File: src/hdl/lwqc_pkg.sv
// shared types and constants for the loss window quality classifier
`timescale 1ns / 1ps

package lwqc_pkg;

    localparam int CFG_ADDR_W = 3;
    localparam int CFG_DATA_W = 8;
    localparam int S_DATA_W   = 16;
    localparam int S_USER_W   = 2;
    localparam int M_DATA_W   = 24;

    // quotient bits of one window mean, one bit per divider step
    localparam int QUOT_W = 8;
    localparam int STEP_W = $clog2(QUOT_W);

    localparam logic [CFG_ADDR_W-1:0] REG_AUDIO_LEN     = 3'd0;
    localparam logic [CFG_ADDR_W-1:0] REG_VIDEO_LEN     = 3'd1;
    localparam logic [CFG_ADDR_W-1:0] REG_AUDIO_HIGH_TH = 3'd2;
    localparam logic [CFG_ADDR_W-1:0] REG_AUDIO_LOW_TH  = 3'd3;
    localparam logic [CFG_ADDR_W-1:0] REG_VIDEO_HIGH_TH = 3'd4;
    localparam logic [CFG_ADDR_W-1:0] REG_VIDEO_LOW_TH  = 3'd5;

    localparam logic [1:0] KIND_NONE  = 2'd0;
    localparam logic [1:0] KIND_AUDIO = 2'd2;
    localparam logic [1:0] KIND_VIDEO = 2'd3;

    localparam logic [1:0] LEVEL_HIGH = 2'd0;
    localparam logic [1:0] LEVEL_LOW  = 2'd1;
    localparam logic [1:0] LEVEL_GOOD = 2'd2;

    typedef struct packed {
        logic load_item;
        logic mem_read;
        logic push_write;
        logic div_start;
        logic div_sel;
        logic div_step;
        logic save_audio;
        logic save_video;
        logic load_result;
    } dp_cmd_t;

    typedef struct packed {
        logic [1:0] item_kind;
        logic       last;
        logic       sel_len_zero;
        logic       sel_full;
        logic       both_full;
    } dp_status_t;

endpackage

File: src/hdl/loss_window_quality_classifier_unit.sv
// top level of the loss window quality classifier
// one word at a time: a full window first reads its oldest sample, then the write replaces it
// packet end with both windows full: result from two 8-step serial divisions
// (audio then video) through one shared divider
// next word taken the cycle after the result is loaded; output register holds it meanwhile
// aresetn synchronous active low: window lengths 1, windows empty, level good, no result
`timescale 1ns / 1ps

module loss_window_quality_classifier_unit import lwqc_pkg::*; #(
    parameter int MAX_WINDOW = 64
) (
    input  logic                  aclk,
    input  logic                  aresetn,
    input  logic                  cfg_we,
    input  logic [CFG_ADDR_W-1:0] cfg_addr,
    input  logic [CFG_DATA_W-1:0] cfg_wdata,
    input  logic                  s_tvalid,
    output logic                  s_tready,
    input  logic [S_DATA_W-1:0]   s_tdata,   // reported loss, publisher loss
    input  logic [S_USER_W-1:0]   s_tuser,   // kind
    input  logic                  s_tlast,
    output logic                  m_tvalid,
    input  logic                  m_tready,
    output logic [M_DATA_W-1:0]   m_tdata    // quality_level, level_changed, recent_losses,
                                             // audio_average, video_average, zero pad
);

    dp_cmd_t    cmd;
    dp_status_t st;

    lwqc_ctrl u_ctrl (
        .aclk     (aclk),
        .aresetn  (aresetn),
        .s_tvalid (s_tvalid),
        .s_tready (s_tready),
        .m_tvalid (m_tvalid),
        .m_tready (m_tready),
        .st       (st),
        .cmd      (cmd)
    );

    lwqc_dp #(
        .MAX_WINDOW (MAX_WINDOW)
    ) u_dp (
        .aclk      (aclk),
        .aresetn   (aresetn),
        .cfg_we    (cfg_we),
        .cfg_addr  (cfg_addr),
        .cfg_wdata (cfg_wdata),
        .s_tdata   (s_tdata),
        .s_tuser   (s_tuser),
        .s_tlast   (s_tlast),
        .cmd       (cmd),
        .st        (st),
        .m_tdata   (m_tdata)
    );

    a_loss_flag: assert property (@(posedge aclk) disable iff (!aresetn)
        m_tvalid |-> (m_tdata[3] == ((m_tdata[11:4] != 8'd0) || (m_tdata[19:12] != 8'd0))))
        else $error("recent loss flag disagrees with averages");

    a_level_code: assert property (@(posedge aclk) disable iff (!aresetn)
        m_tvalid |-> (m_tdata[1:0] == LEVEL_HIGH || m_tdata[1:0] == LEVEL_LOW
                      || m_tdata[1:0] == LEVEL_GOOD))
        else $error("invalid quality level on output");

    a_one_word: assert property (@(posedge aclk) disable iff (!aresetn)
        (s_tvalid && s_tready) |=> !s_tready)
        else $error("input taken while a word is in work");

    a_cmd_excl: assert property (@(posedge aclk) disable iff (!aresetn)
        $onehot0({cmd.load_item, cmd.mem_read, cmd.push_write, cmd.div_step,
                  cmd.div_start, cmd.load_result}))
        else $error("conflicting datapath commands");

endmodule

File: src/hdl/lwqc_ctrl.sv
// controller state machine: push sequencing, packet end checks, divider steps, output
`timescale 1ns / 1ps

module lwqc_ctrl import lwqc_pkg::*; (
    input  logic       aclk,
    input  logic       aresetn,
    input  logic       s_tvalid,
    output logic       s_tready,
    output logic       m_tvalid,
    input  logic       m_tready,
    input  dp_status_t st,
    output dp_cmd_t    cmd
);

    typedef enum logic [3:0] {
        ST_IDLE,
        ST_PUSH,
        ST_WRITE,
        ST_CHECK,
        ST_DIV_A,
        ST_SWITCH,
        ST_DIV_V,
        ST_SAVE,
        ST_OUT
    } state_t;

    state_t              state_reg, state_next;
    logic                seen_reg, seen_next;
    logic [STEP_W-1:0]   step_reg, step_next;
    logic                m_tvalid_reg, m_tvalid_next;

    assign s_tready = (state_reg == ST_IDLE);
    assign m_tvalid = m_tvalid_reg;

    always_comb begin
        cmd           = '0;
        state_next    = state_reg;
        seen_next     = seen_reg;
        step_next     = step_reg;
        m_tvalid_next = m_tvalid_reg && !m_tready;
        case (state_reg)
            ST_IDLE: begin
                if (s_tvalid) begin
                    cmd.load_item = 1'b1;
                    state_next    = ST_PUSH;
                end
            end
            ST_PUSH: begin
                if (st.item_kind != KIND_NONE) begin
                    seen_next = 1'b1;
                end
                state_next = ST_CHECK;
                if ((st.item_kind == KIND_AUDIO || st.item_kind == KIND_VIDEO)
                        && !st.sel_len_zero) begin
                    if (st.sel_full) begin
                        cmd.mem_read = 1'b1;
                        state_next   = ST_WRITE;
                    end else begin
                        cmd.push_write = 1'b1;
                    end
                end
            end
            ST_WRITE: begin
                cmd.push_write = 1'b1;
                state_next     = ST_CHECK;
            end
            ST_CHECK: begin
                state_next = ST_IDLE;
                if (st.last && seen_reg) begin
                    seen_next = 1'b0;
                    if (st.both_full) begin
                        cmd.div_start = 1'b1;
                        cmd.div_sel   = 1'b0;
                        step_next     = '0;
                        state_next    = ST_DIV_A;
                    end
                end
            end
            ST_DIV_A: begin
                cmd.div_step = 1'b1;
                step_next    = step_reg + 1'b1;
                if (step_reg == STEP_W'(QUOT_W - 1)) begin
                    state_next = ST_SWITCH;
                end
            end
            ST_SWITCH: begin
                cmd.save_audio = 1'b1;
                cmd.div_start  = 1'b1;
                cmd.div_sel    = 1'b1;
                step_next      = '0;
                state_next     = ST_DIV_V;
            end
            ST_DIV_V: begin
                cmd.div_step = 1'b1;
                cmd.div_sel  = 1'b1;
                step_next    = step_reg + 1'b1;
                if (step_reg == STEP_W'(QUOT_W - 1)) begin
                    state_next = ST_SAVE;
                end
            end
            ST_SAVE: begin
                cmd.save_video = 1'b1;
                state_next     = ST_OUT;
            end
            ST_OUT: begin
                if (!m_tvalid_reg || m_tready) begin
                    cmd.load_result = 1'b1;
                    m_tvalid_next   = 1'b1;
                    state_next      = ST_IDLE;
                end
            end
            default: begin
                state_next = ST_IDLE;
            end
        endcase
    end

    always_ff @(posedge aclk) begin
        if (!aresetn) begin
            state_reg    <= ST_IDLE;
            seen_reg     <= 1'b0;
            step_reg     <= '0;
            m_tvalid_reg <= 1'b0;
        end else begin
            state_reg    <= state_next;
            seen_reg     <= seen_next;
            step_reg     <= step_next;
            m_tvalid_reg <= m_tvalid_next;
        end
    end

endmodule

File: src/hdl/lwqc_dp.sv
// datapath: config registers, loss windows with sample memory, serial divider, result register
`timescale 1ns / 1ps

module lwqc_dp import lwqc_pkg::*; #(
    parameter int MAX_WINDOW = 64
) (
    input  logic                  aclk,
    input  logic                  aresetn,
    input  logic                  cfg_we,
    input  logic [CFG_ADDR_W-1:0] cfg_addr,
    input  logic [CFG_DATA_W-1:0] cfg_wdata,
    input  logic [S_DATA_W-1:0]   s_tdata,
    input  logic [S_USER_W-1:0]   s_tuser,
    input  logic                  s_tlast,
    input  dp_cmd_t               cmd,
    output dp_status_t            st,
    output logic [M_DATA_W-1:0]   m_tdata
);

    localparam int CNT_W     = $clog2(MAX_WINDOW + 1);
    localparam int HEAD_W    = (MAX_WINDOW > 1) ? $clog2(MAX_WINDOW) : 1;
    localparam int SUM_W     = $clog2(MAX_WINDOW * 255 + 1);
    localparam int MEM_DEPTH = 2 << HEAD_W;

    // item
    logic [1:0]            kind_reg;
    logic [7:0]            diff_reg;
    logic                  last_reg;

    // window state, index 0 audio, 1 video
    logic [1:0][CNT_W-1:0]  len_reg;
    logic [1:0][CNT_W-1:0]  count_reg;
    logic [1:0][HEAD_W-1:0] head_reg;
    logic [1:0][SUM_W-1:0]  sum_reg;

    logic [7:0] a_high_reg, a_low_reg, v_high_reg, v_low_reg;

    logic [7:0]        mem [MEM_DEPTH];
    logic [7:0]        rd_data_reg;

    // divider
    logic [CNT_W-1:0]  rem_reg;
    logic [CNT_W-1:0]  dvs_reg;
    logic [QUOT_W-1:0] quo_reg;
    logic [7:0]        mean_a_reg, mean_v_reg;

    logic [1:0]          level_reg;
    logic [M_DATA_W-1:0] res_reg;

    logic              w;
    logic [CNT_W-1:0]  sel_len, sel_cnt, cnt_inc, head_inc, len_clamp;
    logic [HEAD_W-1:0] sel_head, wr_idx, head_next;
    logic [SUM_W-1:0]  sel_sum, sum_next, div_sum;
    logic              sel_full;
    logic [CNT_W:0]    shifted;
    logic              ge;
    logic [1:0]        la, lv, level;

    function automatic logic [1:0] classify(input logic [7:0] mean,
                                            input logic [7:0] hi,
                                            input logic [7:0] lo);
        logic [1:0] r;
        if (mean >= hi) begin
            r = LEVEL_HIGH;
        end else if (mean >= lo) begin
            r = LEVEL_LOW;
        end else begin
            r = LEVEL_GOOD;
        end
        return r;
    endfunction

    assign w        = (kind_reg == KIND_VIDEO);
    assign sel_len  = w ? len_reg[1]   : len_reg[0];
    assign sel_cnt  = w ? count_reg[1] : count_reg[0];
    assign sel_head = w ? head_reg[1]  : head_reg[0];
    assign sel_sum  = w ? sum_reg[1]   : sum_reg[0];
    assign sel_full = (sel_cnt == sel_len);

    assign st.item_kind    = kind_reg;
    assign st.last         = last_reg;
    assign st.sel_len_zero = (sel_len == '0);
    assign st.sel_full     = sel_full;
    assign st.both_full    = (count_reg[0] == len_reg[0]) && (count_reg[1] == len_reg[1]);

    assign cnt_inc   = sel_cnt + CNT_W'(1);
    assign head_inc  = CNT_W'(sel_head) + CNT_W'(1);
    assign head_next = (head_inc == sel_len) ? '0 : HEAD_W'(head_inc);
    assign wr_idx    = sel_full ? sel_head : HEAD_W'(sel_cnt);
    assign sum_next  = sel_full ? (sel_sum - SUM_W'(rd_data_reg) + SUM_W'(diff_reg))
                                : (sel_sum + SUM_W'(diff_reg));

    assign len_clamp = (32'(cfg_wdata[6:0]) > 32'(MAX_WINDOW)) ? CNT_W'(MAX_WINDOW)
                                                               : CNT_W'(cfg_wdata[6:0]);

    assign div_sum = cmd.div_sel ? sum_reg[1] : sum_reg[0];
    assign shifted = {rem_reg, quo_reg[QUOT_W-1]};
    assign ge      = (shifted >= {1'b0, dvs_reg});

    assign la    = classify(mean_a_reg, a_high_reg, a_low_reg);
    assign lv    = classify(mean_v_reg, v_high_reg, v_low_reg);
    assign level = (la < lv) ? la : lv;

    assign m_tdata = res_reg;

    always_ff @(posedge aclk) begin
        if (cmd.load_item) begin
            kind_reg <= s_tuser;
            diff_reg <= (s_tdata[7:0] >= s_tdata[15:8]) ? (s_tdata[7:0] - s_tdata[15:8]) : 8'd0;
            last_reg <= s_tlast;
        end
    end

    always_ff @(posedge aclk) begin
        if (cmd.mem_read) begin
            rd_data_reg <= mem[{w, sel_head}];
        end
        if (cmd.push_write) begin
            mem[{w, wr_idx}] <= diff_reg;
        end
    end

    always_ff @(posedge aclk) begin
        if (!aresetn) begin
            len_reg    <= {CNT_W'(1), CNT_W'(1)};
            count_reg  <= '0;
            head_reg   <= '0;
            sum_reg    <= '0;
            a_high_reg <= 8'd20;
            a_low_reg  <= 8'd10;
            v_high_reg <= 8'd20;
            v_low_reg  <= 8'd10;
        end else begin
            if (cfg_we) begin
                case (cfg_addr)
                    REG_AUDIO_LEN: begin
                        if (len_clamp != len_reg[0]) begin
                            len_reg[0]   <= len_clamp;
                            count_reg[0] <= '0;
                            head_reg[0]  <= '0;
                            sum_reg[0]   <= '0;
                        end
                    end
                    REG_VIDEO_LEN: begin
                        if (len_clamp != len_reg[1]) begin
                            len_reg[1]   <= len_clamp;
                            count_reg[1] <= '0;
                            head_reg[1]  <= '0;
                            sum_reg[1]   <= '0;
                        end
                    end
                    REG_AUDIO_HIGH_TH: a_high_reg <= cfg_wdata;
                    REG_AUDIO_LOW_TH:  a_low_reg  <= cfg_wdata;
                    REG_VIDEO_HIGH_TH: v_high_reg <= cfg_wdata;
                    REG_VIDEO_LOW_TH:  v_low_reg  <= cfg_wdata;
                    default: begin
                    end
                endcase
            end
            if (cmd.push_write) begin
                sum_reg[w] <= sum_next;
                if (sel_full) begin
                    head_reg[w] <= head_next;
                end else begin
                    count_reg[w] <= cnt_inc;
                end
            end
        end
    end

    // restoring divider, sum < 256 * count so the quotient fits 8 bits
    always_ff @(posedge aclk) begin
        if (cmd.save_audio) begin
            mean_a_reg <= (count_reg[0] == '0) ? 8'd0 : quo_reg;
        end
        if (cmd.save_video) begin
            mean_v_reg <= (count_reg[1] == '0) ? 8'd0 : quo_reg;
        end
        if (cmd.div_start) begin
            dvs_reg <= cmd.div_sel ? count_reg[1] : count_reg[0];
            rem_reg <= CNT_W'(div_sum >> QUOT_W);
            quo_reg <= div_sum[QUOT_W-1:0];
        end else if (cmd.div_step) begin
            rem_reg <= ge ? CNT_W'(shifted - {1'b0, dvs_reg}) : CNT_W'(shifted);
            quo_reg <= {quo_reg[QUOT_W-2:0], ge};
        end
    end

    always_ff @(posedge aclk) begin
        if (!aresetn) begin
            level_reg <= LEVEL_GOOD;
        end else if (cmd.load_result) begin
            level_reg <= level;
        end
    end

    always_ff @(posedge aclk) begin
        if (cmd.load_result) begin
            res_reg <= {4'b0000, mean_v_reg, mean_a_reg,
                        (mean_a_reg != 8'd0) || (mean_v_reg != 8'd0),
                        level != level_reg, level};
        end
    end

endmodule
File: config.mk
export PLATFORM = sky130hd
export DESIGN_NAME = loss_window_quality_classifier_unit
export DESIGN_NICKNAME = d
export VERILOG_FILES = /design/src/hdl/lwqc_pkg.sv /design/src/hdl/loss_window_quality_classifier_unit.sv /design/src/hdl/lwqc_ctrl.sv /design/src/hdl/lwqc_dp.sv
export SDC_FILE = /design/constraint.sdc
export NUM_CORES = 2
export LEC_CHECK = 0
export BUFFER_PORTS_ARGS = -buffer_cell sky130_fd_sc_hd__buf_2
export CAP_MARGIN = 25
export CORE_MARGIN = 10
export CORE_UTILIZATION = 60
export CTS_CLUSTER_DIAMETER = 50
export DETAILED_ROUTE_END_ITERATION = 6
export HOLD_SLACK_MARGIN = 0.15
export PLACE_DENSITY = 0.8
export SYNTH_ARGS = -nofsm -noshare
export SYNTH_HDL_FRONTEND = slang
export SYNTH_SLANG_ARGS = --single-unit
export TNS_END_PERCENT = 30
File: constraint.sdc
create_clock -name aclk -period 8.98 [get_ports aclk]
set_input_delay 0.449 -clock aclk [delete_from_list [all_inputs] [get_ports aclk]]
set_output_delay 0.449 -clock aclk [all_outputs]
set_load 0.05 [all_outputs]
==> metrics <==
status finished, violations left; failing checks DRC; largest net degree at the start of global routing 178; critical path class register to register; fin util 0.658; Max Clk Rate 0.200 GHz; max reg flops 1024; commonest cells after routing, fill and taps aside edfxtp_1, nand2_1, nor2_1, nand3_1, mux2i_1; sequential group share of total power 0.532; Clock power frac 0.411; Iter 0 DRT Violations 5035; top cells by area, synth edfxtp_1, nand2_1, mux2i_1; Final Wtd Congestion 0.951; Total GRT Usage 0.270; Post-synth EDFFs 1100; first-pass GRT wire length 211 mm; Die Ht 317 um; Final Critical Period 5.01 ns; Final Cycle Share 0.558; Hold WC Path Type input port to register; grt ovf 0; final layout net count 4360; core region area 0.0881 sq mm; PostCTS Resize Cnt 0; flop and latch count out of synthesis 1212; worst slew pin tran 1.20 ns; r2r worst-path depth 14; initial antenna violation count 2; synthesized area 0.0531 sq mm; RSZ-0062 raised after global routing no; switching share of total power 0.223; Die X-Extent 317 um; Detail Route Antenna Nets 0; Cells after Synth 4236; die area 0.101 sq mm; R2R Setup Slk 3.97 ns; Num CTS Buffers 120; postcts setup bufs 0; syn_area_per_cell 12.5 sq um; final WL 141 mm; Ys Warns 0; num rows 109; dpl hpwl 87.2 mm; final hold vios 0; crit path max fanout 25; Top FF cell, synth edfxtp_1; post-synth cell types 90; Starting Density 0.603; Slew Limit Headroom 0.201; vias per std cell 6.54; total of max-cap violations 0; n_diodes 0; P_sw 2.63 mW; clk slew on worst S/H paths 0.06 ns; TritonRoute pass-1 iters 7; Setup Skew 0.0525 ns; H-tree levels 3; share of post-route cells with drive strength above 1 0.0944; post-synthesis async set-or-reset flop share 0; Int Pwr 9.18 mW; FILL cells 6194; CP Launch Type register; DRC viols 1; Max rail drop VDD 0.231 mV; P_leak 21.0 nW; CTS tree built; Critical Path AT 5.54 ns; Critical Path Sink Type register; Vias 35900; setup total negative slack 0 ns; # clock sinks 1212; clk root buf clkbuf_16; CP Launch Point u_dp.kind_reg[0]$_DFFE_PP_; CP endpoint u_dp.sum_reg[13]$_SDFF_PN0_; Max clock buf depth 3; Layout area overhead 9.21%; Ports 61; # setup viols final 0; IO buf count 56; Seq/Total Area, Yosys 0.664; post-synth top area share 0.622; total power 11.8 mW; leading area contributor after synthesis edfxtp_1; worst skew pair latency 0.73 ns; reg2reg end u_dp.sum_reg[13]$_SDFF_PN0_; fin. max-slew vios 0; PD cells 204 mW/mm^2; commonest non-fill, non-tap cell in the layout edfxtp_1; Required @ worst endpoint 9.51 ns; wire per inst 25.7 um; Logic pwr share 0.056; Reg2Reg Launch Point u_dp.kind_reg[0]$_DFFE_PP_; vias in the first global route 34200; hold buffers post-CTS 13
## through the flow
stage,area (sq um),cells,setup slack (ns),hold WS (ns)
6_report,58000,5498,3.97,0.198
5_1_grt,58000,5498,3.69,0.193
4_1_cts,57900,5496,4.03,0.162
3_5_place_dp,54000,5263,4.12,0.446
3_3_place_gp,54000,5260,4.22,0.442
2_1_floorplan,53100,4239,4.07,0.432
## worst min-delay path by stage
stage	startpoint	to	slack (ns)	depth (start not counted)
finish	s_tdata[9]	u_dp.diff_reg[1]$_SDFFCE_PN0P_	0.20	3
global route	s_tdata[9]	u_dp.diff_reg[1]$_SDFFCE_PN0P_	0.19	3
CTS	s_tdata[9]	u_dp.diff_reg[1]$_SDFFCE_PN0P_	0.16	3
detailed placement	u_dp.v_high_reg[7]$_SDFFE_PN0P_	u_dp.v_high_reg[7]$_SDFFE_PN0P_	0.45	2
global placement	u_dp.a_low_reg[5]$_SDFFE_PN0P_	u_dp.a_low_reg[5]$_SDFFE_PN0P_	0.44	2
floorplan	u_dp.rem_reg[6]$_SDFFE_PP0N_	u_dp.rem_reg[6]$_SDFFE_PP0N_	0.43	2
## synth_stat cells (all sizes together) (46+ instances only)
master  count
edfxtp   1100
nand2     764
nor2      285
nand3     238
mux2i     236
a21oi     204
buf       175
o21ai     116
dfxtp     112
inv        92
clkbuf     81
ha         79
nor3       72
o221a      57
and3       52
xnor2      46
## routing by layer
| layer | track usage | vias to the layer above | routed length [um] |
|---|---|---|---|
| met2 | 0.422 | 2507 | 65000 |
| met3 | 0.0586 | 440 | 16900 |
| met1 | 0.358 | 17300 | 52300 |
| met5 | 0 | - | 13 |
| li1 | - | 15600 | - |
| met4 | 0.127 | 2 | 7130 |
## logic make-up after synthesis
family                   Yosys count  synth area share
AO/OA/AOI/OAI                    692            0.0900
XOR/XNOR                          62            0.0105
adder cells (fa/ha/maj)           90            0.0228
buffers and inverters            348            0.0329
AND/OR/NAND/NOR                 1580             0.131
multiplexers                     251            0.0480
flip-flops                      1212             0.664
other                              1         0.0000706
## final cells by class
cell class / count / area [sq um] / share of cell area
Sequential cell: 1212 / 35300 / 0.608
Inverter: 92 / 358 / 0.00617
Multi-Input combinational cell: 2679 / 16100 / 0.278
Timing Repair Buffer: 130 / 947 / 0.0163
Clock buffer: 151 / 3190 / 0.0551
Clock inverter: 69 / 613 / 0.0106
Tap cell: 1165 / 1460 / 0.0251
## critical path, stage by stage (launching register included)
cell and delay [ns]:
edfxtp_1 0.70, and2_2 0.47, buf_4 0.42, nand2_1 0.09, nand2_1 0.13, fa_1 0.44, ha_1 0.39, a2111oi_4 0.46
o21ai_2 0.17, a2111oi_4 0.42, nor4_1 0.12, or4_1 0.50, a31oi_2 0.28, or3_1 0.15, a31oi_1 0.08
## power groups by stage
stage	registers (mW)	clock network [mW]	logic (mW)
floorplan	6.46	0	0.343
global placement	6.41	0	0.631
detailed placement	6.41	0	0.644
CTS	6.29	4.87	0.652
global route	6.29	5.10	0.710
finish	6.29	4.86	0.665
Note: power is estimated with default switching activity, not from simulation.
